<file path="src/rwp_pkg.sv">
`timescale 1ns / 1ps
// ----------------------------------------------------------------------------
// RIFF/WAVE PCM parser package
// Shared types, chunk identifiers, status codes and the result record.
// ----------------------------------------------------------------------------
package rwp_pkg;

  typedef enum logic [2:0] {
    PH_HDR,
    PH_CHDR,
    PH_BODY,
    PH_PAD,
    PH_DATA
  } phase_e;

  typedef enum logic [3:0] {
    ST_OK       = 4'd0,
    ST_NOTWAVE  = 4'd1,
    ST_TRUNC    = 4'd2,
    ST_FMTSHORT = 4'd3,
    ST_NOFMT    = 4'd4,
    ST_EMPTY    = 4'd5,
    ST_NOTPCM   = 4'd6,
    ST_CHANNELS = 4'd7,
    ST_BITS     = 4'd8,
    ST_RATE     = 4'd9,
    ST_NODATA   = 4'd10
  } status_e;

  localparam logic [31:0] RIFF_ID      = 32'h5249_4646;
  localparam logic [31:0] WAVE_ID      = 32'h5741_5645;
  localparam logic [31:0] TAG_FMT      = 32'h666D_7420;
  localparam logic [31:0] TAG_DATA     = 32'h6461_7461;
  localparam logic [31:0] FMT_MIN_LEN  = 32'd16;
  localparam logic [3:0]  HDR_LAST_POS = 4'd11;
  localparam logic [2:0]  CHDR_LAST    = 3'd7;
  localparam logic [15:0] FMT_PCM      = 16'h0001;
  localparam logic [15:0] FMT_EXT      = 16'hFFFE;

  typedef struct packed {
    logic          byte_valid;
    logic [7:0]    sample_byte;
    logic          done;
    status_e       status;
    logic [1:0]    channels;
    logic [31:0]   rate;
    logic [4:0]    bits;
    logic [2:0]    align;
    logic [31:0]   byte_rate;
    logic [31:0]   data_len;
  } res_t;

  // Returns byte idx of a four-character code, first character at index 0.
  function automatic logic [7:0] id_byte(logic [31:0] id, logic [1:0] idx);
    logic [31:0] sh;
    sh = id >> {~idx, 3'b000};
    return sh[7:0];
  endfunction

endpackage

</file>
<file path="src/rwp_core.sv">
`timescale 1ns / 1ps
// ----------------------------------------------------------------------------
// RIFF/WAVE PCM parser step logic
// Holds the parse state and computes the result of the registered byte.
// ----------------------------------------------------------------------------
module rwp_core (
  input  logic          clk_i,
  input  logic          rst_ni,
  input  logic          item_vld_i,
  input  logic          take_i,
  input  logic [7:0]    byte_i,
  input  logic          last_i,
  output logic          res_vld_o,
  output rwp_pkg::res_t res_o
);
  import rwp_pkg::*;

  phase_e      phase_q, phase_d;
  logic [31:0] pos_q, pos_d;
  logic [31:0] tag_q, tag_d;
  logic [31:0] len_q, len_d;
  logic        fmt_seen_q, fmt_seen_d;
  logic [15:0] fmt_tag_q, fmt_tag_d;
  logic [15:0] chans_q, chans_d;
  logic [31:0] rate_q, rate_d;
  logic [15:0] bits_q, bits_d;
  logic        fin_q, fin_d;

  logic        emit, e_byte, e_done, clear, next_chunk;
  status_e     e_stat;
  logic [31:0] pos_inc, len_nx;
  logic        hdr_bad, is_pcm;
  logic [2:0]  align;
  logic [1:0]  rate_sh;

  always_comb begin
    phase_d    = phase_q;
    pos_d      = pos_q;
    tag_d      = tag_q;
    len_d      = len_q;
    fmt_seen_d = fmt_seen_q;
    fmt_tag_d  = fmt_tag_q;
    chans_d    = chans_q;
    rate_d     = rate_q;
    bits_d     = bits_q;
    fin_d      = fin_q;
    emit       = 1'b0;
    e_byte     = 1'b0;
    e_done     = 1'b0;
    e_stat     = ST_OK;
    clear      = 1'b0;
    next_chunk = 1'b0;
    pos_inc    = pos_q + 32'd1;
    len_nx     = len_q | ({24'd0, byte_i} << {pos_q[1:0], 3'b000});
    hdr_bad    = ((pos_q[3:2] == 2'b00) && (byte_i != id_byte(RIFF_ID, pos_q[1:0]))) ||
                 ((pos_q[3:2] == 2'b10) && (byte_i != id_byte(WAVE_ID, pos_q[1:0])));
    is_pcm     = (fmt_tag_q == FMT_PCM) || (fmt_tag_q == FMT_EXT);

    if (fin_q) begin
      clear = last_i;
    end else begin
      case (phase_q)
        PH_HDR: begin
          if (hdr_bad) begin
            e_done = 1'b1;
            e_stat = ST_NOTWAVE;
          end else if (pos_q[3:0] == HDR_LAST_POS) begin
            if (last_i) begin
              e_done = 1'b1;
              e_stat = ST_NODATA;
            end else begin
              next_chunk = 1'b1;
            end
          end else if (last_i) begin
            e_done = 1'b1;
            e_stat = ST_NOTWAVE;
          end else begin
            pos_d = pos_inc;
          end
        end
        PH_CHDR: begin
          if (!pos_q[2]) begin
            tag_d = {tag_q[23:0], byte_i};
          end else begin
            len_d = len_nx;
          end
          if (pos_q[2:0] == CHDR_LAST) begin
            if (last_i && (len_nx != 32'd0)) begin
              e_done = 1'b1;
              e_stat = ST_TRUNC;
            end else if (tag_q == TAG_FMT) begin
              if (len_nx < FMT_MIN_LEN) begin
                e_done = 1'b1;
                e_stat = ST_FMTSHORT;
              end else begin
                fmt_seen_d = 1'b1;
                phase_d    = PH_BODY;
                pos_d      = 32'd0;
              end
            end else if (tag_q == TAG_DATA) begin
              e_done = 1'b1;
              if (!fmt_seen_q) begin
                e_stat = ST_NOFMT;
              end else if (len_nx == 32'd0) begin
                e_stat = ST_EMPTY;
              end else if (!is_pcm) begin
                e_stat = ST_NOTPCM;
              end else if ((chans_q != 16'd1) && (chans_q != 16'd2)) begin
                e_stat = ST_CHANNELS;
              end else if ((bits_q != 16'd8) && (bits_q != 16'd16)) begin
                e_stat = ST_BITS;
              end else if (rate_q == 32'd0) begin
                e_stat = ST_RATE;
              end else begin
                e_done  = 1'b0;
                phase_d = PH_DATA;
                pos_d   = 32'd0;
              end
            end else if (len_nx == 32'd0) begin
              if (last_i) begin
                e_done = 1'b1;
                e_stat = ST_NODATA;
              end else begin
                next_chunk = 1'b1;
              end
            end else begin
              phase_d = PH_BODY;
              pos_d   = 32'd0;
            end
          end else if (last_i) begin
            e_done = 1'b1;
            e_stat = ST_NODATA;
          end else begin
            pos_d = pos_inc;
          end
        end
        PH_BODY: begin
          if ((tag_q == TAG_FMT) && (pos_q[31:4] == 28'd0)) begin
            case (pos_q[3:0])
              4'd0:    fmt_tag_d[7:0]  = byte_i;
              4'd1:    fmt_tag_d[15:8] = byte_i;
              4'd2:    chans_d[7:0]    = byte_i;
              4'd3:    chans_d[15:8]   = byte_i;
              4'd4:    rate_d[7:0]     = byte_i;
              4'd5:    rate_d[15:8]    = byte_i;
              4'd6:    rate_d[23:16]   = byte_i;
              4'd7:    rate_d[31:24]   = byte_i;
              4'd14:   bits_d[7:0]     = byte_i;
              4'd15:   bits_d[15:8]    = byte_i;
              default: ;
            endcase
          end
          if (pos_inc >= len_q) begin
            if (last_i) begin
              e_done = 1'b1;
              e_stat = ST_NODATA;
            end else if (len_q[0]) begin
              phase_d = PH_PAD;
              pos_d   = 32'd0;
            end else begin
              next_chunk = 1'b1;
            end
          end else begin
            pos_d = pos_inc;
            if (last_i) begin
              e_done = 1'b1;
              e_stat = ST_TRUNC;
            end
          end
        end
        PH_PAD: begin
          if (last_i) begin
            e_done = 1'b1;
            e_stat = ST_NODATA;
          end else begin
            next_chunk = 1'b1;
          end
        end
        PH_DATA: begin
          pos_d  = pos_inc;
          e_byte = 1'b1;
          if (pos_inc >= len_q) begin
            e_done = 1'b1;
            e_stat = ST_OK;
          end else if (last_i) begin
            e_done = 1'b1;
            e_stat = ST_TRUNC;
          end
        end
        default: begin
          clear = 1'b1;
        end
      endcase
    end

    emit = e_byte | e_done;

    if (next_chunk) begin
      phase_d = PH_CHDR;
      pos_d   = 32'd0;
      tag_d   = 32'd0;
      len_d   = 32'd0;
    end

    if (e_done) begin
      if (last_i) begin
        clear = 1'b1;
      end else begin
        fin_d = 1'b1;
      end
    end

    if (clear) begin
      phase_d    = PH_HDR;
      pos_d      = 32'd0;
      tag_d      = 32'd0;
      len_d      = 32'd0;
      fmt_seen_d = 1'b0;
      fmt_tag_d  = 16'd0;
      chans_d    = 16'd0;
      rate_d     = 32'd0;
      bits_d     = 16'd0;
      fin_d      = 1'b0;
    end
  end

  assign align   = bits_q[4] ? {chans_q[1:0], 1'b0} : {1'b0, chans_q[1:0]};
  assign rate_sh = {1'b0, bits_q[4]} + {1'b0, chans_q[1]};

  always_comb begin
    res_o             = '0;
    res_o.byte_valid  = e_byte;
    res_o.sample_byte = e_byte ? byte_i : 8'd0;
    res_o.done        = e_done;
    res_o.status      = e_done ? e_stat : ST_OK;
    if (e_done && (e_stat == ST_OK)) begin
      res_o.channels  = chans_q[1:0];
      res_o.rate      = rate_q;
      res_o.bits      = bits_q[4:0];
      res_o.align     = align;
      res_o.byte_rate = rate_q << rate_sh;
      res_o.data_len  = len_q;
    end
  end

  assign res_vld_o = item_vld_i & emit;

  always_ff @(posedge clk_i or negedge rst_ni) begin
    if (!rst_ni) begin
      phase_q    <= PH_HDR;
      pos_q      <= 32'd0;
      tag_q      <= 32'd0;
      len_q      <= 32'd0;
      fmt_seen_q <= 1'b0;
      fmt_tag_q  <= 16'd0;
      chans_q    <= 16'd0;
      rate_q     <= 32'd0;
      bits_q     <= 16'd0;
      fin_q      <= 1'b0;
    end else if (take_i) begin
      phase_q    <= phase_d;
      pos_q      <= pos_d;
      tag_q      <= tag_d;
      len_q      <= len_d;
      fmt_seen_q <= fmt_seen_d;
      fmt_tag_q  <= fmt_tag_d;
      chans_q    <= chans_d;
      rate_q     <= rate_d;
      bits_q     <= bits_d;
      fin_q      <= fin_d;
    end
  end

endmodule

</file>
<file path="src/rwp_out_reg.sv">
`timescale 1ns / 1ps
// ----------------------------------------------------------------------------
// RIFF/WAVE PCM parser result register
// Holds one result request until the downstream side takes it.
// ----------------------------------------------------------------------------
module rwp_out_reg (
  input  logic          clk_i,
  input  logic          rst_ni,
  input  logic          load_i,
  input  rwp_pkg::res_t res_i,
  input  logic          stall_i,
  output logic          ready_o,
  output logic          vld_o,
  output rwp_pkg::res_t res_o
);
  import rwp_pkg::*;

  logic vld_q, vld_d;
  res_t res_q;

  assign ready_o = !vld_q || !stall_i;
  assign vld_d   = ready_o ? load_i : vld_q;

  always_ff @(posedge clk_i or negedge rst_ni) begin
    if (!rst_ni) begin
      vld_q <= 1'b0;
    end else begin
      vld_q <= vld_d;
    end
  end

  always_ff @(posedge clk_i) begin
    if (ready_o && load_i) begin
      res_q <= res_i;
    end
  end

  assign vld_o = vld_q;
  assign res_o = res_q;

endmodule

</file>
<file path="src/riff_wave_pcm_parser.sv">
`timescale 1ns / 1ps
// ----------------------------------------------------------------------------
// RIFF/WAVE PCM parser
// Parses a WAV byte stream, checks the PCM format and passes data bytes on.
// ----------------------------------------------------------------------------
// The parser takes one file byte per cycle and sustains that rate without
// gaps while the output is not stalled. A byte is captured in an input
// register and stepped through the chunk parser when it is consumed. Its
// result, if any, is loaded into the result register on the same edge that
// consumes the byte. A stalled output holds back the input only when the
// waiting byte has a result to write. Header and non-data chunk bytes give
// no result unless they end the file with done; each data byte gives one,
// and exactly one result per file carries done with a status. When the
// status is truncated, data bytes already delivered belong to an incomplete
// file and should be dropped. After done, bytes are ignored up to and
// including the one marked last, after which the next file starts.
module riff_wave_pcm_parser (
  input  logic        clk_i,
  input  logic        rst_ni,
  input  logic        in_valid_i,
  output logic        in_stall_o,
  input  logic [7:0]  file_byte_i,
  input  logic        is_last_i,
  output logic        out_valid_o,
  input  logic        out_stall_i,
  output logic        byte_valid_o,
  output logic [7:0]  sample_byte_o,
  output logic        done_res_o,
  output logic [3:0]  status_o,
  output logic [1:0]  channel_count_o,
  output logic [31:0] rate_hz_o,
  output logic [4:0]  bits_per_sample_o,
  output logic [2:0]  block_align_o,
  output logic [31:0] byte_rate_o,
  output logic [31:0] data_length_o
);
  import rwp_pkg::*;

  logic       in_vld_q, in_vld_d;
  logic [7:0] in_byte_q;
  logic       in_last_q;
  logic       accept, consume, res_vld, out_ready;
  res_t       res, res_q;

  assign consume    = in_vld_q && (!res_vld || out_ready);
  assign in_stall_o = in_vld_q && !consume;
  assign accept     = in_valid_i && !in_stall_o;
  assign in_vld_d   = accept ? 1'b1 : (consume ? 1'b0 : in_vld_q);

  always_ff @(posedge clk_i or negedge rst_ni) begin
    if (!rst_ni) begin
      in_vld_q <= 1'b0;
    end else begin
      in_vld_q <= in_vld_d;
    end
  end

  always_ff @(posedge clk_i) begin
    if (accept) begin
      in_byte_q <= file_byte_i;
      in_last_q <= is_last_i;
    end
  end

  rwp_core u_core (
    .clk_i      (clk_i),
    .rst_ni     (rst_ni),
    .item_vld_i (in_vld_q),
    .take_i     (consume),
    .byte_i     (in_byte_q),
    .last_i     (in_last_q),
    .res_vld_o  (res_vld),
    .res_o      (res)
  );

  rwp_out_reg u_out_reg (
    .clk_i   (clk_i),
    .rst_ni  (rst_ni),
    .load_i  (consume && res_vld),
    .res_i   (res),
    .stall_i (out_stall_i),
    .ready_o (out_ready),
    .vld_o   (out_valid_o),
    .res_o   (res_q)
  );

  assign byte_valid_o      = res_q.byte_valid;
  assign sample_byte_o     = res_q.sample_byte;
  assign done_res_o        = res_q.done;
  assign status_o          = res_q.status;
  assign channel_count_o   = res_q.channels;
  assign rate_hz_o         = res_q.rate;
  assign bits_per_sample_o = res_q.bits;
  assign block_align_o     = res_q.align;
  assign byte_rate_o       = res_q.byte_rate;
  assign data_length_o     = res_q.data_len;

  // The input side only backs up while a result waits on a stalled output.
  a_stall_cause : assert property (@(posedge clk_i) disable iff (!rst_ni)
    in_stall_o |-> (out_valid_o && out_stall_i))
    else $error("input stalled without a blocked result");

  // A result without done always carries a data byte.
  a_res_content : assert property (@(posedge clk_i) disable iff (!rst_ni)
    (out_valid_o && !done_res_o) |-> byte_valid_o)
    else $error("empty result presented");

  // Format fields are zero unless the file parsed successfully.
  a_fields_zero : assert property (@(posedge clk_i) disable iff (!rst_ni)
    (out_valid_o && (status_o != ST_OK)) |->
      ((rate_hz_o == 32'd0) && (data_length_o == 32'd0) && (block_align_o == 3'd0)))
    else $error("format fields set on failed parse");

  // A successful done reports a legal block alignment.
  a_align_ok : assert property (@(posedge clk_i) disable iff (!rst_ni)
    (out_valid_o && done_res_o && (status_o == ST_OK)) |->
      ((block_align_o == 3'd1) || (block_align_o == 3'd2) || (block_align_o == 3'd4)))
    else $error("illegal block alignment on successful parse");

endmodule
</file>
<file path="config.mk">
export PLATFORM = sky130hd
export DESIGN_NAME = riff_wave_pcm_parser
export DESIGN_NICKNAME = d
export VERILOG_FILES = /design/src/rwp_pkg.sv /design/src/rwp_core.sv /design/src/rwp_out_reg.sv /design/src/riff_wave_pcm_parser.sv
export SDC_FILE = /design/constraint.sdc
export NUM_CORES = 1
export LEC_CHECK = 0
export BUFFER_PORTS_ARGS = -buffer_cell sky130_fd_sc_hd__buf_2
export CORE_UTILIZATION = 61
export CTS_CLUSTER_DIAMETER = 50
export DETAILED_ROUTE_END_ITERATION = 8
export PLACE_DENSITY = 0.88
export SYNTH_ARGS = -nofsm -noshare
export SYNTH_HDL_FRONTEND = slang
export SYNTH_SLANG_ARGS = --single-unit
</file>
<file path="constraint.sdc">
create_clock -name clk_i -period 18.4 [get_ports clk_i]
set_clock_uncertainty 0.15 [all_clocks]
set_input_delay 1.84 -clock clk_i [delete_from_list [all_inputs] [get_ports clk_i]]
set_output_delay 1.84 -clock clk_i [all_outputs]
set_load 0.01 [all_outputs]
</file>
After elaboration in Yosys (flattened, before gate mapping)

Index checks and enable logic that the tools add are counted.

Register bits: 312
Input bits: 13
Output and inout bits: 122
Word-level logic and storage cells: 320

$add $sub $neg: 2
Magnitude comparators: 2
Eq/ne operators: 58
Shift-type cells: 4
Multiplexer cells: 147
Bitwise gates (word level): 5
Reduce and logical (&&, ||, !) cells: 70

Operators with widths:

| operator              | count |
|---|---|
| $mux 32               | 35 |
| $mux 16               | 12 |
| $pmux 32 s4           | 1 |
| $mux 8                | 10 |
| $mux 4                | 17 |
| $eq 32x31->1 const B  | 2 |
| $logic_not 32->1      | 2 |
| $shr 31x5->8 const A  | 2 |
| $mux 3                | 18 |
| $reduce_and 5->1      | 10 |
| $mux 1                | 47 |
| $reduce_bool 2->1     | 17 |
| $add 32x1->32 const B | 1 |
| $ge 32x32->1          | 1 |
| $lt 32x5->1 const B   | 1 |
| $or 32x32->32         | 1 |
| $reduce_and 16->1     | 2 |
| $reduce_bool 32->1    | 1 |
| $shl 32x2->32         | 1 |
| $shl 8x5->32          | 1 |
| $logic_not 28->1      | 1 |
| $ne 7x5->1 const B    | 4 |
| $ne 6x4->1 const B    | 4 |
| $pmux 4 s5            | 1 |
| other kinds (49)      | 96 |

Depth between registers and ports, before layout

Gate-level depths: netlist of the first run.

Word-level depth: 23
Gate-level depth with buffers: 23
Gate-level depth less buffers: 18

Cells and area by module

Synthesis of the first run repeated with hierarchy kept, for this count alone.

Cells, all modules: 1359
Area total of the unflattened synthesis: 15921.5 sq um

Modules (own cells, without submodules):

| module               | instances | cells each | area each (sq um) | seq. area each (sq um) |
|---|---|---|---|---|
| rwp_core             | 1         | 1218       | 11920.2           | 4529.3 |
| rwp_out_reg          | 1         | 124        | 3651.0            | 3628.5 |
| riff_wave_pcm_parser | 1         | 17         | 350.3             | 295.3 |

Worst setup path after synthesis of the first run

Ideal clock, no wire load.

Path kind: register -> register
Start: register u_core.pos_q[0]
End: register, netlist name u_out_reg.res_o[0]
Setup time: 639 ps
Data arrival time: 8407 ps
Data required time: 17611 ps
Path slack: 9205 ps
Stages on the path, launching flop included: 10
Path buffers: 1
Period minus slack after synthesis: 9195 ps
Cells stage by stage: dfrtp_1 > buf_2 > inv_1 > ha_1 > o41a_1 > nor4_4 > nand2_1 > o311ai_1 > o41ai_1 > a21oi_1

Word-level cells in the longest chain between the ends: 18
Elaborated cells on any way between the ends: 36
Those cells by class: 1 x add/sub; 2 x order compare; 3 x eq/ne; 3 x shift; 12 x mux; 4 x bitwise; 11 x reduce/logical

RTL lines:

| item                                                                  | line                       | text |
|---|---|---|
| start: declaration                                                    | rwp_core.sv:19             | `logic [31:0] pos_q, pos_d;` |
| start signal: assignment                                              | rwp_core.sv:262            | `pos_q <= pos_d;` |
| parallel branches: the longest is 9 deep, another holds $add 32x1->32 | -                          |  |
| $pmux 1 s4 (*)                                                        | rwp_core.sv:62             | `case (phase_q)` |
| $mux 1 (*)                                                            | rwp_core.sv:59             | `if (fin_q) begin` |
| $or 1x1->1 (*)                                                        | rwp_core.sv:196            | `emit = e_byte \| e_done;` |
| $and 1x1->1 (*)                                                       | rwp_core.sv:246            | `assign res_vld_o = item_vld_i & emit;` |
| $logic_not 1->1                                                       | riff_wave_pcm_parser.sv:45 | `assign consume = in_vld_q && (!res_vld \|\| out_ready);` |
| $logic_or 1x1->1                                                      | riff_wave_pcm_parser.sv:45 |  |
| $logic_and 1x1->1                                                     | riff_wave_pcm_parser.sv:45 |  |
| $logic_and 1x1->1 (*)                                                 | riff_wave_pcm_parser.sv:79 | `.load_i (consume && res_vld),` |
| $logic_and 1x1->1 (*)                                                 | rwp_out_reg.sv:33          | `if (ready_o && load_i) begin` |

Mark *: on every way between the ends.
A chain may end at the register's enable or synchronous reset.

Worst setup path in the final report of the first run

Start: register u_core.pos_q[0]
End: register u_core.len_q[5]

Word-level cells in the longest chain between the ends: 17
Elaborated cells on any way between the ends: 55
Those cells by class: 1 x add/sub; 2 x order compare; 5 x eq/ne; 3 x shift; 28 x mux; 4 x bitwise; 12 x reduce/logical

RTL lines:

| item                                                                   | line            | text |
|---|---|---|
| parallel branches: the longest is 17 deep, another holds $add 32x1->32 | -               |  |
| end signal: assignment                                                 | rwp_core.sv:264 | `len_q <= len_d;` |
| end: declaration                                                       | rwp_core.sv:21  | `logic [31:0] len_q, len_d;` |

Parallel ways; which one is timed is not known. The select of a mux whose other input is x is not followed.

==> flow_metrics.env, run 1 <==
export IMPL_status="finished, final reports clean"
export IMPL_clock_latency_ns=0.53
export IMPL_postSynthCellCount=1419
export IMPL_grt_max_degree=107
export IMPL_clkPwrFrac_pct=36.8
export IMPL_routed_wl_um=40600
export IMPL_period_needed_ns=7.172
export IMPL_path_cells="ha_1, nand4_1, nor2_1, nand2_1, nor3_1, nand2_1, xnor2_1, ha_1, a211oi_1, o21ai_0, o221a_2, nor3_1, a211oi_1, o32ai_2, nand3_2, nor4b_2, a22o_1"
export IMPL_drcViolationCount=0
export IMPL_fin_tns_setup_ns=0
export IMPL_hold_path_class="reg2reg"
export IMPL_p_int_mw=1.314
export IMPL_die_h_um=162.8
export IMPL_cap_violations=0
export IMPL_power_switching_mw=0.5706
export IMPL_crit_arrival_ns=7.49
export IMPL_fin_nets=1575
export IMPL_die_area_um2=26510
export IMPL_die_w_um=162.8
export IMPL_min_period_over_period_pct=38.98
export IMPL_placed_area_um2=16660
export IMPL_dp_slack_ns=11.32
export IMPL_via_count=12210
export IMPL_synth_main_ff_cell="dfrtp_1"
export IMPL_rsz0062_at_grt="false"
export IMPL_cp_slowest_cell="o32ai_2"
export IMPL_wl_per_cell_um=21.63
export IMPL_antenna_found_initial=0
export IMPL_syn_area_per_cell_um2=11.12
export IMPL_layout_cells_non_filler=1877
export IMPL_switching_share_pct=30.28
export IMPL_ys_async_sr_fraction_pct=58.65
export IMPL_final_max_slew_violation_count=0
export IMPL_first_pass_iters=6
export IMPL_overflow=0
export IMPL_crit_required_ns=18.71
export IMPL_ios=135
export IMPL_slowest_delay_ns=0.96
export IMPL_critical_path_max_fanout=26
export IMPL_end_kind="flip-flop"
export IMPL_finalInstanceArea_um2=17820
export IMPL_n_antenna_cell=0
export IMPL_comb_power_share_pct=17.9
export IMPL_clk_path_buf_depth=3
export IMPL_max_freq_mhz=139.4
export IMPL_final_hold_viol_count=0
export IMPL_synth_warnings=0
export IMPL_cts_tree="yes"
export IMPL_rows=58
export IMPL_whs_ns=0.3533
export IMPL_post_cts_resized=0
export IMPL_core_area_um2=25250
export IMPL_grt_use_total_pct=31.35
export IMPL_worstMarginPinSlew_ns=1.064
export IMPL_max_slew_margin_rel_pct=29.07
export IMPL_area_growth_synth_to_final_pct=12.92
export IMPL_final_setup_viol_count=0
export IMPL_dp_cells=1812
export IMPL_syn_num_nets=1474
export IMPL_gp_congestion=0.9345
export IMPL_ant_nets=0
export IMPL_port_buffers=134
export IMPL_fin_util_pct=70.55
export IMPL_fill_cells=1775
export IMPL_power_density_nw_per_um2=105.8
export IMPL_drive_gt1_share_pct=17.52
export IMPL_cts_root_buf="clkbuf_16"
export IMPL_peakVddDrop_mv=0.1506
export IMPL_setup_slack_ns=11.23
export IMPL_synth_edf_count=129
export IMPL_htreeDepth=2
export IMPL_dp_hpwl_um=26370
export IMPL_p_leak_nw=7.374
export IMPL_syn_area_um2=15780
export IMPL_ys_types=84
export IMPL_start_kind="flip-flop"
export IMPL_drt_initial_drc_count=1346
export IMPL_crit_type="reg2reg"
export IMPL_post_cts_setup_buffer_count=0
export IMPL_start_util_pct=62.48
export IMPL_grt_first_pass_wirelength_um=64110
export IMPL_grt_pass1_vias=11770
export IMPL_ys_ff_latch=312
export IMPL_ys_seq_area_share_pct=53.58
export IMPL_viasPerCell=6.506
export IMPL_cts_buffers=36
export IMPL_cts_sinks=312
export IMPL_total_power_mw=1.885
export IMPL_seq_power_share_pct=45.3
export IMPL_clk_pin_slew_worst_paths_ns=0.06
export IMPL_cts_hold_buf=0
## routing by layer
layer / up-vias / global-route usage, % / part of all wire, %
li1: 5430 / - / -
met1: 5964 / 43.37 / 41
met2: 684 / 49.19 / 46
met3: 134 / 5.628 / 8.8
met4: 0 / 12.87 / 3.9
met5: - / 0 / 0
## cell usage in the layout, fill, tap and decap left out, types with 9 or more instances in the layout
master and n:
nor4_1 37, edfxtp_1 129, nor3_1 18, dfrtp_1 183, xor2_1 12, mux4_2 28
o21ai_0 37, nor2b_1 9, and2_1 124, nand4_1 35, nand2_1 116, buf_2 133
and3_1 9, o22ai_1 35, xnor2_1 23, buf_4 22, a22o_1 102, clkbuf_16 37
nand3_1 42, a21oi_1 43, inv_1 75, nor2_1 74, ha_1 42, o21a_1 18
## cell families after synthesis
kind of cell / share of synthesized area [%]
buf+inv: 4.235
flops: 53.58
mux: 4.330
fa+ha+maj: 3.331
xor+xnor: 1.943
simple gates: 18.03
compound gates: 14.55
## worst paths after layout
check	start	endpoint	slack, ns	cells after the start
max in group asynchronous	rst_ni	u_core.rate_q[31]$_DFFE_PN0P_	14.98	3
worst min register to register	u_core.tag_q[29]$_DFFE_PN0P_	u_core.tag_q[29]$_DFFE_PN0P_	0.35	1
worst max register to register	u_core.pos_q[0]$_DFFE_PN0P_	u_core.len_q[5]$_DFFE_PN0P_	11.23	17
worst max-delay path	u_core.pos_q[0]$_DFFE_PN0P_	u_core.len_q[5]$_DFFE_PN0P_	11.23	17
min in group asynchronous	rst_ni	u_core.pos_q[23]$_DFFE_PN0P_	1.12	1
worst min-delay path	u_core.tag_q[29]$_DFFE_PN0P_	u_core.tag_q[29]$_DFFE_PN0P_	0.35	1
## layout make-up
cell class | instances | area, um^2 | share of cell area, %
flip-flops and latches | 312 | 8453 | 47.45
multi-input cells | 939 | 6673 | 37.45
clock buffers | 49 | 1011 | 5.675
repair buffers | 156 | 842.1 | 4.726
well taps | 330 | 412.9 | 2.318
inverters | 75 | 281.5 | 1.580
clock inverters | 16 | 142.6 | 0.8006
## synth_stat cells, drive strengths merged (9+ instances only)
master / count / share of area [%]
and2: 124 / 4.9
clkbuf: 68 / 1.6
o21a: 18 / 0.86
ha: 42 / 3.3
xor2: 12 / 0.67
nand4: 35 / 1.4
a21oi: 44 / 1.4
o22ai: 35 / 1.4
dfrtp: 183 / 29
mux4: 28 / 4.0
nor3: 19 / 0.63
nand2: 116 / 2.8
buf: 25 / 0.81
nor4: 39 / 1.7
nor2b: 9 / 0.36
xnor2: 23 / 1.3
nor2: 75 / 1.8
edfxtp: 129 / 25
inv: 75 / 1.8
nand3: 44 / 1.5
a22o: 102 / 5.7
o21ai: 44 / 1.4
and3: 9 / 0.36
## power by group through the flow
stage          clock network [mW]  logic (mW)  registers [mW]
4_1_cts                     0.698       0.333           0.854
5_1_grt                     0.726       0.364           0.861
3_5_place_dp                    0       0.330           0.866
6_report                    0.694       0.337           0.854
2_1_floorplan                   0       0.184           0.892
3_3_place_gp                    0       0.323           0.862
## flip-flops by register name (all words and copies together) (netlist names)
| signal | count |
|---|---|
| u_out_reg.res_o | 120 |
| u_core.len_q | 32 |
| u_core.pos_q | 32 |
| u_core.rate_q | 32 |
| u_core.tag_q | 32 |
| u_core.bits_q | 16 |
| u_core.chans_q | 16 |
| u_core.fmt_tag_q | 16 |
| in_byte_q | 8 |
| u_core.phase_q | 3 |
| in_last_q | 1 |
| in_vld_q | 1 |
| u_core.fin_q | 1 |
| u_core.fmt_seen_q | 1 |
| u_out_reg.vld_o | 1 |
## critical path, delay by kind of cell (launching register included)
family	cells	cell delay, ns
compound gates	6	1.99
fa+ha+maj	2	0.87
xor+xnor	1	0.16
flops	1	0.81
simple gates	8	3.14
Power figures use the tool's default switching activity.
==> run 2, diff against run 1 <==
- CORE_UTILIZATION: 61 -> 54
- PLACE_DENSITY: 0.88 -> 0.83
- clock period: 18.4 -> 6.2 ns (I/O delays scaled with it)
==> run 2 against run 1 <==
Sequential share of layout area is 0.89 points lower. Final cell count is 3.5% higher. Wire length is 0.72% higher. Total power grew to 3.1 times the previous value. Worst hold slack worse by 0.23 ns. Register-to-register slack worse by 11 ns. Critical path depth is 3 higher. Combinational power grew to 3.0 times the previous value. Final area is 1.9% higher. Sequential power grew to 3.0 times the previous value. Clock-buffer cell count stayed put. Maximum frequency is 26% higher. Critical path type unchanged. Critical endpoint is now u_core.pos_q[5]$_DFFE_PN0P_. Largest cell class unchanged. Largest power group unchanged.
==> flow_metrics.env, run 2 (same netlist as run 1, synthesis figures left out) <==
export IMPL_p_leak_nw=7.507
export IMPL_hold_start="is_last_i"
export IMPL_min_period_over_period_pct=91.93
export IMPL_fin_tns_setup_ns=0
export IMPL_power_switching_mw=1.682
export IMPL_fin_nets=1586
export IMPL_ios=135
export IMPL_grt_use_total_pct=27.41
export IMPL_wl_per_cell_um=21.06
export IMPL_viasPerCell=6.290
export IMPL_path_cells="and3_1, and3_1, nand4_1, or2_2, nor3_1, and2_1, nand3_1, xnor2_1, ha_1, nand4_1, nor2_1, o2111ai_1, a31o_2, a21oi_1, a2111oi_0, buf_4, o211ai_2, buf_4, nor2_1, o22a_1"
export IMPL_crit_arrival_ns=5.94
export IMPL_dp_cells=1877
export IMPL_cts_tree="yes"
export IMPL_core_area_um2=28700
export IMPL_n_antenna_cell=0
export IMPL_clk_path_buf_depth=3
export IMPL_cap_violations=0
export IMPL_rsz0062_at_grt="false"
export IMPL_whs_ns=0.1255
export IMPL_overflow=0
export IMPL_grt_pass1_vias=11520
export IMPL_largest_reg_flops=120
export IMPL_dp_slack_ns=0.4528
export IMPL_critical_path_startpoint="u_core.pos_q[1]$_DFFE_PN0P_"
export IMPL_seq_power_share_pct=43.8
export IMPL_clk_pin_slew_worst_paths_ns=0.06
export IMPL_die_h_um=172.9
export IMPL_hold_path_class="in2reg"
export IMPL_period_needed_ns=5.700
export IMPL_critical_path_max_fanout=21
export IMPL_drive_gt1_share_pct=18.23
export IMPL_slowest_delay_ns=0.57
export IMPL_area_growth_synth_to_final_pct=15.07
export IMPL_final_common_cell="dfrtp_1"
export IMPL_gp_congestion=0.9607
export IMPL_cp_slowest_cell="dfrtp_1"
export IMPL_clkPwrFrac_pct=38.6
export IMPL_grt_max_degree=107
export IMPL_switching_share_pct=29.04
export IMPL_rows=62
export IMPL_finalInstanceArea_um2=18150
export IMPL_die_area_um2=29900
export IMPL_final_setup_viol_count=0
export IMPL_via_count=12220
export IMPL_htreeDepth=2
export IMPL_setup_slack_ns=0.5004
export IMPL_placed_area_um2=16860
export IMPL_status="finished, final reports clean"
export IMPL_total_power_mw=5.792
export IMPL_p_int_mw=4.110
export IMPL_multiInputGateArea_um2=6678
export IMPL_grt_first_pass_wirelength_um=64940
export IMPL_cts_root_buf="clkbuf_16"
export IMPL_max_slew_margin_rel_pct=29.15
export IMPL_regArea_um2=8453
export IMPL_final_cell_mix="dfrtp_1 (183), buf_2 (133), edfxtp_1 (129)"
export IMPL_fin_util_pct=63.25
export IMPL_port_buffers=134
export IMPL_max_freq_mhz=175.5
export IMPL_end_kind="flip-flop"
export IMPL_cts_buffers=35
export IMPL_crit_required_ns=6.44
export IMPL_die_w_um=172.9
export IMPL_antenna_found_initial=0
export IMPL_cts_sinks=312
export IMPL_start_util_pct=54.97
export IMPL_routed_wl_um=40890
export IMPL_clock_latency_ns=0.52
export IMPL_final_hold_viol_count=0
export IMPL_crit_type="reg2reg"
export IMPL_peakVddDrop_mv=0.1755
export IMPL_drcViolationCount=0
export IMPL_power_density_nw_per_um2=319.0
export IMPL_r2r_start="u_core.pos_q[1]$_DFFE_PN0P_"
export IMPL_worstMarginPinSlew_ns=1.063
export IMPL_final_max_slew_violation_count=0
export IMPL_layout_cells_non_filler=1942
export IMPL_first_pass_iters=6
export IMPL_ant_nets=0
export IMPL_start_kind="flip-flop"
export IMPL_comb_power_share_pct=17.6
export IMPL_dp_hpwl_um=27140
export IMPL_fill_cells=2191
export IMPL_drt_initial_drc_count=1534
run 2: cell count changes in the layout (fill, tap and decap cells not counted), moves of 3 or more:
cell,before,now
clkinv_4,3,0
buf_4,22,29
buf_12,0,4
clkinv_2,4,1
clkbuf_1,8,5
bufinv_16,1,4
clkbuf_16,37,40
run 2: timing repair:
item | CTS | global route
endpoints found under the setup margin | 0 | 1
hold buffers | 1 | 0
endpoints found under the hold margin | 66 | 0
setup buffers | 0 | 0
gates resized for setup | 0 | 1
run 2: cell type report:
type                            count  area share (%)
Clock buffer                       49           5.886
Inverter                           75           1.551
Multi-Input combinational cell    939           36.78
Sequential cell                   312           46.56
Clock inverter                     15           1.151
Tap cell                          384           2.646
Timing Repair Buffer              168           5.424
run 2: path summary, 6_finish.rpt:
kind,endpoint,slack [ns],depth (start not counted)
setup / recovery,u_core.pos_q[5]$_DFFE_PN0P_,0.50,20
hold / removal,in_last_q$_DFFE_PP_,0.13,1
setup reg to reg,u_core.pos_q[5]$_DFFE_PN0P_,0.50,20
hold reg to reg,u_core.tag_q[24]$_DFFE_PN0P_,0.36,1
max in group asynchronous,u_core.pos_q[0]$_DFFE_PN0P_,4.08,3
min in group asynchronous,u_core.pos_q[17]$_DFFE_PN0P_,0.51,2
run 2: power groups by stage:
stage	Sequential (mW)	Combinational, mW	Clock, mW
2_1_floorplan	2.61	0.550	0
3_3_place_gp	2.56	0.987	0
3_5_place_dp	2.57	1.01	0
4_1_cts	2.53	1.01	2.26
5_1_grt	2.55	1.10	2.33
6_report	2.53	1.02	2.24
run 2: critical path: cells and delay by family (launching register included):
family,cells,cell delay (ns)
simple gates,10,2.27
compound gates,6,1.58
flops,1,0.57
buf+inv,2,0.51
fa+ha+maj,1,0.33
xor+xnor,1,0.16
run 2: layer usage:
layer,global-route usage [%],wire [um],part of all wire [%]
met2,43.01,19180,47
met5,0,0,0
met1,38.81,17090,42
met3,5.497,3695,9.0
met4,8.112,926,2.3
